**src/hdl/hkst_pkg.sv**
```systemverilog
// Package for the keyboard key slot table: field widths, slot count,
// command and operation codes, and the queued operation type.
// No dependencies.
package hkst_pkg;

  localparam int KEY_SLOTS = 6;
  localparam int IDX_W     = (KEY_SLOTS > 1) ? $clog2(KEY_SLOTS) : 1;
  localparam int CNT_W     = $clog2(KEY_SLOTS + 1);

  localparam int CMD_W   = 2;
  localparam int KEY_W   = 8;
  localparam int MOD_W   = 8;
  localparam int SLOT_W  = 3;

  localparam int Q_PTR_W = 1;
  localparam int Q_DEPTH = 1 << Q_PTR_W;

  localparam logic [CMD_W-1:0] CMD_PRESS       = 2'd0;
  localparam logic [CMD_W-1:0] CMD_RELEASE     = 2'd1;
  localparam logic [CMD_W-1:0] CMD_RELEASE_ALL = 2'd2;

  localparam logic [KEY_W-1:0] KEY_NONE = 8'h00;

  typedef logic [KEY_W-1:0] key_t;
  typedef logic [MOD_W-1:0] mod_t;

  typedef enum logic [2:0] {
    OP_NOP,
    OP_PRESS_KEY,
    OP_SET_MOD,
    OP_RELEASE_KEY,
    OP_CLR_MOD,
    OP_CLEAR_ALL
  } op_t;

  typedef struct packed {
    op_t  op;
    key_t key;
    mod_t mask;
  } item_t;

endpackage

```
**src/hdl/hkst_if.sv**
```systemverilog
// Valid/ready channel interfaces for command beats and slot result beats.
// Depends on hkst_pkg.
interface hkst_in_if
  import hkst_pkg::*;
();
  logic             valid;
  logic             ready;
  logic [CMD_W-1:0] cmd;
  key_t             key_code;
  mod_t             modifier_mask;

  modport source(output valid, output cmd, output key_code, output modifier_mask,
                 input ready);
  modport sink(input valid, input cmd, input key_code, input modifier_mask,
               output ready);
endinterface

interface hkst_out_if
  import hkst_pkg::*;
();
  logic              valid;
  logic              ready;
  logic [SLOT_W-1:0] slot_index;
  key_t              slot_key;
  mod_t              modifiers;
  logic              last;

  modport source(output valid, output slot_index, output slot_key, output modifiers,
                 output last, input ready);
  modport sink(input valid, input slot_index, input slot_key, input modifiers,
               input last, output ready);
endinterface

```
**src/hdl/hkst_front.sv**
```systemverilog
// Front end: accepts command beats and classifies them into table operations.
// Depends on hkst_pkg and hkst_in_if.
module hkst_front
  import hkst_pkg::*;
(
  hkst_in_if.sink in_ch,
  output logic    push_valid,
  output item_t   push_item,
  input  logic    push_ready
);

  always_comb begin
    push_item.key  = in_ch.key_code;
    push_item.mask = in_ch.modifier_mask;
    case (in_ch.cmd)
      CMD_PRESS: begin
        push_item.op = (in_ch.key_code != KEY_NONE) ? OP_PRESS_KEY : OP_SET_MOD;
      end
      CMD_RELEASE: begin
        push_item.op = (in_ch.key_code != KEY_NONE) ? OP_RELEASE_KEY : OP_CLR_MOD;
      end
      CMD_RELEASE_ALL: begin
        push_item.op = OP_CLEAR_ALL;
      end
      default: begin
        push_item.op = OP_NOP;
      end
    endcase
  end

  assign push_valid  = in_ch.valid;
  assign in_ch.ready = push_ready;

endmodule

```
**src/hdl/hkst_queue.sv**
```systemverilog
// Two-entry operation queue between the front end and the table back end.
// Depends on hkst_pkg.
module hkst_queue
  import hkst_pkg::*;
(
  input  logic  clk,
  input  logic  rst_n,
  input  logic  push_valid,
  input  item_t push_item,
  output logic  push_ready,
  output logic  pop_valid,
  output item_t pop_item,
  input  logic  pop_ready
);

  item_t              slot_r [Q_DEPTH];
  logic [Q_PTR_W-1:0] wr_ptr_r;
  logic [Q_PTR_W-1:0] rd_ptr_r;
  logic [Q_PTR_W:0]   count_r;
  logic               push;
  logic               pop;

  assign push_ready = (count_r != (Q_PTR_W + 1)'(Q_DEPTH));
  assign pop_valid  = (count_r != '0);
  assign pop_item   = slot_r[rd_ptr_r];
  assign push       = push_valid && push_ready;
  assign pop        = pop_valid && pop_ready;

  always_ff @(posedge clk) begin
    if (!rst_n) begin
      wr_ptr_r <= '0;
      rd_ptr_r <= '0;
      count_r  <= '0;
    end else begin
      if (push) begin
        wr_ptr_r <= wr_ptr_r + Q_PTR_W'(1);
      end
      if (pop) begin
        rd_ptr_r <= rd_ptr_r + Q_PTR_W'(1);
      end
      if (push && !pop) begin
        count_r <= count_r + (Q_PTR_W + 1)'(1);
      end else if (pop && !push) begin
        count_r <= count_r - (Q_PTR_W + 1)'(1);
      end
    end
  end

  always_ff @(posedge clk) begin
    if (push) begin
      slot_r[wr_ptr_r] <= push_item;
    end
  end

endmodule

```
**src/hdl/hkst_back.sv**
```systemverilog
// Back end: applies one operation to the key table and modifier byte, then
// emits the report one slot beat at a time. Depends on hkst_pkg and hkst_out_if.
module hkst_back
  import hkst_pkg::*;
(
  input  logic        clk,
  input  logic        rst_n,
  input  logic        pop_valid,
  input  item_t       pop_item,
  output logic        pop_ready,
  hkst_out_if.source  out_ch
);

  typedef enum logic [1:0] {
    ST_IDLE = 2'b01,
    ST_EMIT = 2'b10
  } state_t;

  state_t           state_r;
  state_t           state_nxt;
  key_t             held_r   [KEY_SLOTS];
  key_t             held_nxt [KEY_SLOTS];
  key_t             packed_keys [KEY_SLOTS];
  mod_t             mod_r;
  mod_t             mod_nxt;
  logic [IDX_W-1:0] emit_cnt_r;
  logic [IDX_W-1:0] emit_cnt_nxt;
  logic [CNT_W-1:0] fill;
  logic             hit;
  logic             placed;
  logic             emit_last;
  logic [7:0]       idx_ext;

  assign pop_ready = (state_r == ST_IDLE);
  assign emit_last = (emit_cnt_r == IDX_W'(KEY_SLOTS - 1));
  assign idx_ext   = 8'(emit_cnt_r);

  assign out_ch.valid      = (state_r == ST_EMIT);
  assign out_ch.slot_index = idx_ext[SLOT_W-1:0];
  assign out_ch.slot_key   = held_r[emit_cnt_r];
  assign out_ch.modifiers  = mod_r;
  assign out_ch.last       = emit_last;

  always_comb begin
    held_nxt    = held_r;
    mod_nxt     = mod_r;
    packed_keys = '{default: KEY_NONE};
    hit         = 1'b0;
    placed      = 1'b0;
    fill        = '0;
    for (int i = 0; i < KEY_SLOTS; i++) begin
      if (held_r[i] == pop_item.key) begin
        hit = 1'b1;
      end
    end
    for (int i = 0; i < KEY_SLOTS; i++) begin
      if (held_r[i] != KEY_NONE && held_r[i] != pop_item.key) begin
        packed_keys[fill[IDX_W-1:0]] = held_r[i];
        fill = fill + CNT_W'(1);
      end
    end
    case (pop_item.op)
      OP_PRESS_KEY: begin
        mod_nxt = mod_r | pop_item.mask;
        for (int i = 0; i < KEY_SLOTS; i++) begin
          if (!hit && !placed && held_r[i] == KEY_NONE) begin
            held_nxt[i] = pop_item.key;
            placed      = 1'b1;
          end
        end
      end
      OP_SET_MOD: begin
        mod_nxt = mod_r | pop_item.mask;
      end
      OP_RELEASE_KEY: begin
        mod_nxt  = mod_r & ~pop_item.mask;
        held_nxt = packed_keys;
      end
      OP_CLR_MOD: begin
        mod_nxt = mod_r & ~pop_item.mask;
      end
      OP_CLEAR_ALL: begin
        mod_nxt  = '0;
        held_nxt = '{default: KEY_NONE};
      end
      default: begin
      end
    endcase
  end

  always_comb begin
    state_nxt    = state_r;
    emit_cnt_nxt = emit_cnt_r;
    case (state_r)
      ST_IDLE: begin
        if (pop_valid) begin
          state_nxt    = ST_EMIT;
          emit_cnt_nxt = '0;
        end
      end
      ST_EMIT: begin
        if (out_ch.ready) begin
          if (emit_last) begin
            state_nxt = ST_IDLE;
          end else begin
            emit_cnt_nxt = emit_cnt_r + IDX_W'(1);
          end
        end
      end
      default: begin
        state_nxt = ST_IDLE;
      end
    endcase
  end

  always_ff @(posedge clk) begin
    if (!rst_n) begin
      state_r    <= ST_IDLE;
      emit_cnt_r <= '0;
      mod_r      <= '0;
      held_r     <= '{default: KEY_NONE};
    end else begin
      state_r    <= state_nxt;
      emit_cnt_r <= emit_cnt_nxt;
      if (state_r == ST_IDLE && pop_valid) begin
        mod_r  <= mod_nxt;
        held_r <= held_nxt;
      end
    end
  end

endmodule

```
**src/hdl/hid_keyboard_key_slot_table_unit.sv**
```systemverilog
// Keyboard report keeper: modifier byte plus a packed table of KEY_SLOTS key codes.
// The first slot beat appears in the cycle after the command leaves the queue; each
// command beat is registered in the queue, then applied in the back end, which then emits
// one beat per slot and takes the next command only after the last beat is taken.
// Reset (rst_n low, synchronous): table and modifiers cleared, queue emptied.
// Depends on hkst_pkg, hkst_if, hkst_front, hkst_queue, hkst_back.
module hid_keyboard_key_slot_table_unit
  import hkst_pkg::*;
(
  input  logic         clk,
  input  logic         rst_n,
  hkst_in_if.sink      in_ch,
  hkst_out_if.source   out_ch
);

  logic  push_valid;
  logic  push_ready;
  item_t push_item;
  logic  pop_valid;
  logic  pop_ready;
  item_t pop_item;

  hkst_front u_front (
    .in_ch      (in_ch),
    .push_valid (push_valid),
    .push_item  (push_item),
    .push_ready (push_ready)
  );

  hkst_queue u_queue (
    .clk        (clk),
    .rst_n      (rst_n),
    .push_valid (push_valid),
    .push_item  (push_item),
    .push_ready (push_ready),
    .pop_valid  (pop_valid),
    .pop_item   (pop_item),
    .pop_ready  (pop_ready)
  );

  hkst_back u_back (
    .clk       (clk),
    .rst_n     (rst_n),
    .pop_valid (pop_valid),
    .pop_item  (pop_item),
    .pop_ready (pop_ready),
    .out_ch    (out_ch)
  );

endmodule

```
**src/flat_wrapper.sv**
```systemverilog
// flat-port wrapper written by rule: the top's interface ports become plain ports
module hid_keyboard_key_slot_table_unit_flat import hkst_pkg::*;
  (clk, rst_n, in_ch_valid, in_ch_cmd, in_ch_key_code, in_ch_modifier_mask, in_ch_ready, out_ch_valid, out_ch_slot_index, out_ch_slot_key, out_ch_modifiers, out_ch_last, out_ch_ready);
  hkst_in_if in_ch_i ();
  hkst_out_if out_ch_i ();
  input  logic clk;
  input  logic rst_n;
  input wire logic [$bits(in_ch_i.valid)-1:0] in_ch_valid;
  input wire logic [$bits(in_ch_i.cmd)-1:0] in_ch_cmd;
  input wire logic [$bits(in_ch_i.key_code)-1:0] in_ch_key_code;
  input wire logic [$bits(in_ch_i.modifier_mask)-1:0] in_ch_modifier_mask;
  output wire logic [$bits(in_ch_i.ready)-1:0] in_ch_ready;
  output wire logic [$bits(out_ch_i.valid)-1:0] out_ch_valid;
  output wire logic [$bits(out_ch_i.slot_index)-1:0] out_ch_slot_index;
  output wire logic [$bits(out_ch_i.slot_key)-1:0] out_ch_slot_key;
  output wire logic [$bits(out_ch_i.modifiers)-1:0] out_ch_modifiers;
  output wire logic [$bits(out_ch_i.last)-1:0] out_ch_last;
  input wire logic [$bits(out_ch_i.ready)-1:0] out_ch_ready;
  assign in_ch_i.valid = in_ch_valid;
  assign in_ch_i.cmd = in_ch_cmd;
  assign in_ch_i.key_code = in_ch_key_code;
  assign in_ch_i.modifier_mask = in_ch_modifier_mask;
  assign in_ch_ready = in_ch_i.ready;
  assign out_ch_valid = out_ch_i.valid;
  assign out_ch_slot_index = out_ch_i.slot_index;
  assign out_ch_slot_key = out_ch_i.slot_key;
  assign out_ch_modifiers = out_ch_i.modifiers;
  assign out_ch_last = out_ch_i.last;
  assign out_ch_i.ready = out_ch_ready;
  hid_keyboard_key_slot_table_unit u_core (.clk(clk), .rst_n(rst_n), .in_ch(in_ch_i), .out_ch(out_ch_i));
endmodule
```
**config.mk**
```make
export PLATFORM = sky130hd
export DESIGN_NAME = hid_keyboard_key_slot_table_unit_flat
export DESIGN_NICKNAME = d
export VERILOG_FILES = /design/src/hdl/hkst_pkg.sv /design/src/hdl/hkst_if.sv /design/src/hdl/hkst_front.sv /design/src/hdl/hkst_queue.sv /design/src/hdl/hkst_back.sv /design/src/hdl/hid_keyboard_key_slot_table_unit.sv /design/src/flat_wrapper.sv
export SDC_FILE = /design/constraint.sdc
export NUM_CORES = 1
export LEC_CHECK = 0
export BUFFER_PORTS_ARGS = -buffer_cell sky130_fd_sc_hd__buf_4
export CORE_UTILIZATION = 62
export DETAILED_ROUTE_END_ITERATION = 16
export PLACE_DENSITY = 0.9
export SLEW_MARGIN = 25
export SYNTH_ARGS = -nofsm -noshare
export SYNTH_HDL_FRONTEND = slang
export SYNTH_HIERARCHICAL = 1
export SYNTH_SLANG_ARGS = --single-unit
export TNS_END_PERCENT = 20
```
**constraint.sdc**
```tcl
create_clock -name clk -period 6.6 [get_ports clk]
set_input_delay 0.66 -clock clk [delete_from_list [all_inputs] [get_ports clk]]
set_output_delay 0.66 -clock clk [all_outputs]
set_load 0.01 [all_outputs]
```
==> summary.md <==
| Metric | Value |
|---|---|
| Run status | complete, no violations |
| Hold Crit Class | in2reg |
| Cell Area, Synth | a little under 8000 um2 |
| Post-detail-place hpwl | 18150 um |
| Pwr dens | ~510 nW/um2 |
| Slew @ Worst Pin | ~1.1 ns |
| First-pass GRT wire length | 40400 um |
| Antenna Cells | 0 |
| IO Pins | 44 |
| Synth cell types | 71 |
| Endpoints failing setup | 0 |
| Synth warnings | 6 |
| Ys flop type | dfxtp_1 |
| Setup TNS | 0 ns |
| Gr usage total | 42.35% |
| Net Count, Synth | 928 |
| Via count | 7257 |
| Htree depth | 3 |
| Synth top area share | 17.11% |
| EDFF count, synth | 38 |
| Largest net degree at the start of global routing | 50 |
| Max Fclk | 0.1733 GHz |
| Area grow syn2layout | 7.079% |
| Final hold viol count | 0 |
| Async SR Flop Fraction | 0% |
| Die H | 113.6 um |
| Initial core utilization | 64.04% |
| Register area share after synthesis | 31.88% |
| Fin crit period | 5.771 ns |
| Routability cong. | 1.045 |
| PostCTS Resize Cnt | 0 |
| Clock Sinks | 104 |
| DRT antenna net count | 0 |
| Cell taking the most area after synthesis | dfxtp_1 |
| Area contributors post-synth | dfxtp_1, edfxtp_1, mux2i_1, nand2_1, mux2_2 |
| Number of nets in the layout | roughly 900 |
| Clock Tree Buf Depth | 2 |
| Final Hold Slack | 0.4677 ns |
| Post-Syn Area per Cell | about 8.6 um2 |
| Final worst-path cycle share | 87.44% |
| RSZ-0062 raised after global routing | false |
| Multi-input logic area | approximately 4700 um2 |
| Clk_lat worst skew | 0.37 ns |
| Initial antenna violation count | 0 |
| Max-slew violations | 0 |
| Drt drc | 0 |
| Num rows | 40 |
| CTS tree | yes |
| DR pass1 iterations | 8 |
| DR iter-0 viols | 1143 |
| Max cap viols | 0 |
| Avg Vias per Cell | 6.938 |
| Clk root buf | clkbuf_16 |
| Post-CTS Setup Bufs | 0 |
| Core region area | 12060 um2 |
| Max Fanout on Critical Path | 19 |
| Critical path required time | 6.90 ns |
| Clock skew | 0.01557 ns |
| GRT overflow | 0 |
| I/O Buffers | 43 |
| Worst Setup Path Type | reg2reg |
| Crit path DAT | 6.08 ns |
| P_leak | 0.002980 uW |
| Fillers | ~910 |
| Synth Register Bits | around 100 |
| Leading cell types by count after synthesis | nand2_1, dfxtp_1, nor2_1 |
| Register area | 2462 um2 |
| Final wirelength | approximately 27000 um |
| Setup crit end kind | flip-flop |
| Die width | 113.6 um |
| Most common cell in the netlist | nand2_1 |
| Clock slew at reported path FFs | ~0.080 ns |
| Post-CTS Hold Buffers | 0 |
| DR WL/cell | 25.45 um |
| Relative slew slack | 28.03% |
| Die ar. | roughly 13000 um2 |
| Total CTS buffers | 9 |
| CP startpoint kind | flip-flop |
| Vias in the first global route | 6756 |
| Layout cells sized above 1 | 16.06% |
| Cells after Synth | 897 |
| Peak VDD IR | 0.3035 mV |
| Total Power | around 4200 uW |
-- routing by layer --
| metal | share of wire [%] | GRT usage, % |
|---|---|---|
| met3 | 15 | 13.87 |
| met1 | 36 | 54.10 |
| met2 | 42 | 62.36 |
| met5 | 0 | 0 |
| met4 | 6.8 | 25.35 |
-- worst max-delay path: stages, from the launching register on --
cell,delay [ns]
dfxtp_1,0.33
buf_4,0.27
mux2_2,0.53
xnor2_1,0.19
nand4_1,0.13
nor2_1,0.20
a21oi_1,0.10
inv_1,0.14
ha_1,0.23
a21boi_0,0.34
o21ai_1,0.13
buf_4,0.21
a21boi_0,0.14
ha_1,0.34
a21oi_1,0.24
inv_1,0.07
ha_1,0.18
xor3_1,0.38
and2_1,0.16
o21ai_1,0.23
nor3b_1,0.74
a222oi_1,0.26
o21ai_1,0.13
-- metrics by stage --
stage	area (um2)	cells	util, %	worst slack, ns
2_1_floorplan	7724	897	-	1.029
3_3_place_gp	7948	1030	65.89	1.228
3_5_place_dp	7950	1030	65.91	1.068
4_1_cts	8267	1046	68.54	1.018
5_1_grt	8270	1046	68.57	0.5222
6_report	8270	1046	68.57	0.8293
-- power breakdown --
group	switching, uW	internal (uW)	total, uW
logic	1610	1050	2660
clock network	291	275	566
registers	178	777	955
-- registers in the layout (all words and copies together) (netlist names), named ones only --
register	count
u_core/u_queue/slot_r	38
u_core/u_back/state_r	2
u_core/u_queue/rd_ptr_r	1
u_core/u_queue/wr_ptr_r	1
u_core/u_queue/count_r	2
u_core/u_back/held_r	48
u_core/u_back/out_ch.modifiers	8
u_core/u_back/out_ch.slot_index	3
-- cell usage in the layout (no fill, tap or decap), drive strengths merged, types with 21 or more instances in the layout --
cell type,instances
nand2,109
mux2,30
buf,64
nor2,57
o211ai,21
and2,21
mux2i,43
edfxtp,38
dfxtp,66
a21oi,36
xnor2,37
nand3,21
inv,35
a22oi,25
o21ai,39
-- path summary, 6_finish.rpt --
check,from,end,slack [ns],depth (start not counted)
worst min register to register,u_core/u_back/out_ch.modifiers[4]$_SDFFE_PN0P_,u_core/u_back/out_ch.modifiers[4]$_SDFFE_PN0P_,0.49,2
worst max-delay path,flip-flop,u_core/u_back/held_r[13]$_SDFFE_PN0P_,0.83,22
worst min-delay path,in_ch_modifier_mask[6],u_core/u_queue/slot_r[1][6]$_DFFE_PP_,0.47,1
worst max register to register,flip-flop,u_core/u_back/held_r[13]$_SDFFE_PN0P_,0.83,22
-- cell families (layout without fill, tap and decap cells) --
family / Yosys count / count (layout) / share of synthesized area (%)
compound gates: 218 / 218 / 20.27
mux: 81 / 81 / 12.28
buf+inv: 131 / 112 / 7.776
xor+xnor: 57 / 57 / 6.836
flops: 104 / 104 / 31.88
fa+ha+maj: 9 / 9 / 1.555
simple gates: 297 / 297 / 19.41
-- layout make-up --
class                      count  area share, %
multi-input combinational    662          56.60
tap                          168          2.542
clock buffer                   9          2.723
inverter                      32          1.452
clock inverter                 7          1.104
sequential                   104          29.77
timing repair buffer          64          5.809
Note: power is estimated with default switching activity, not from simulation.
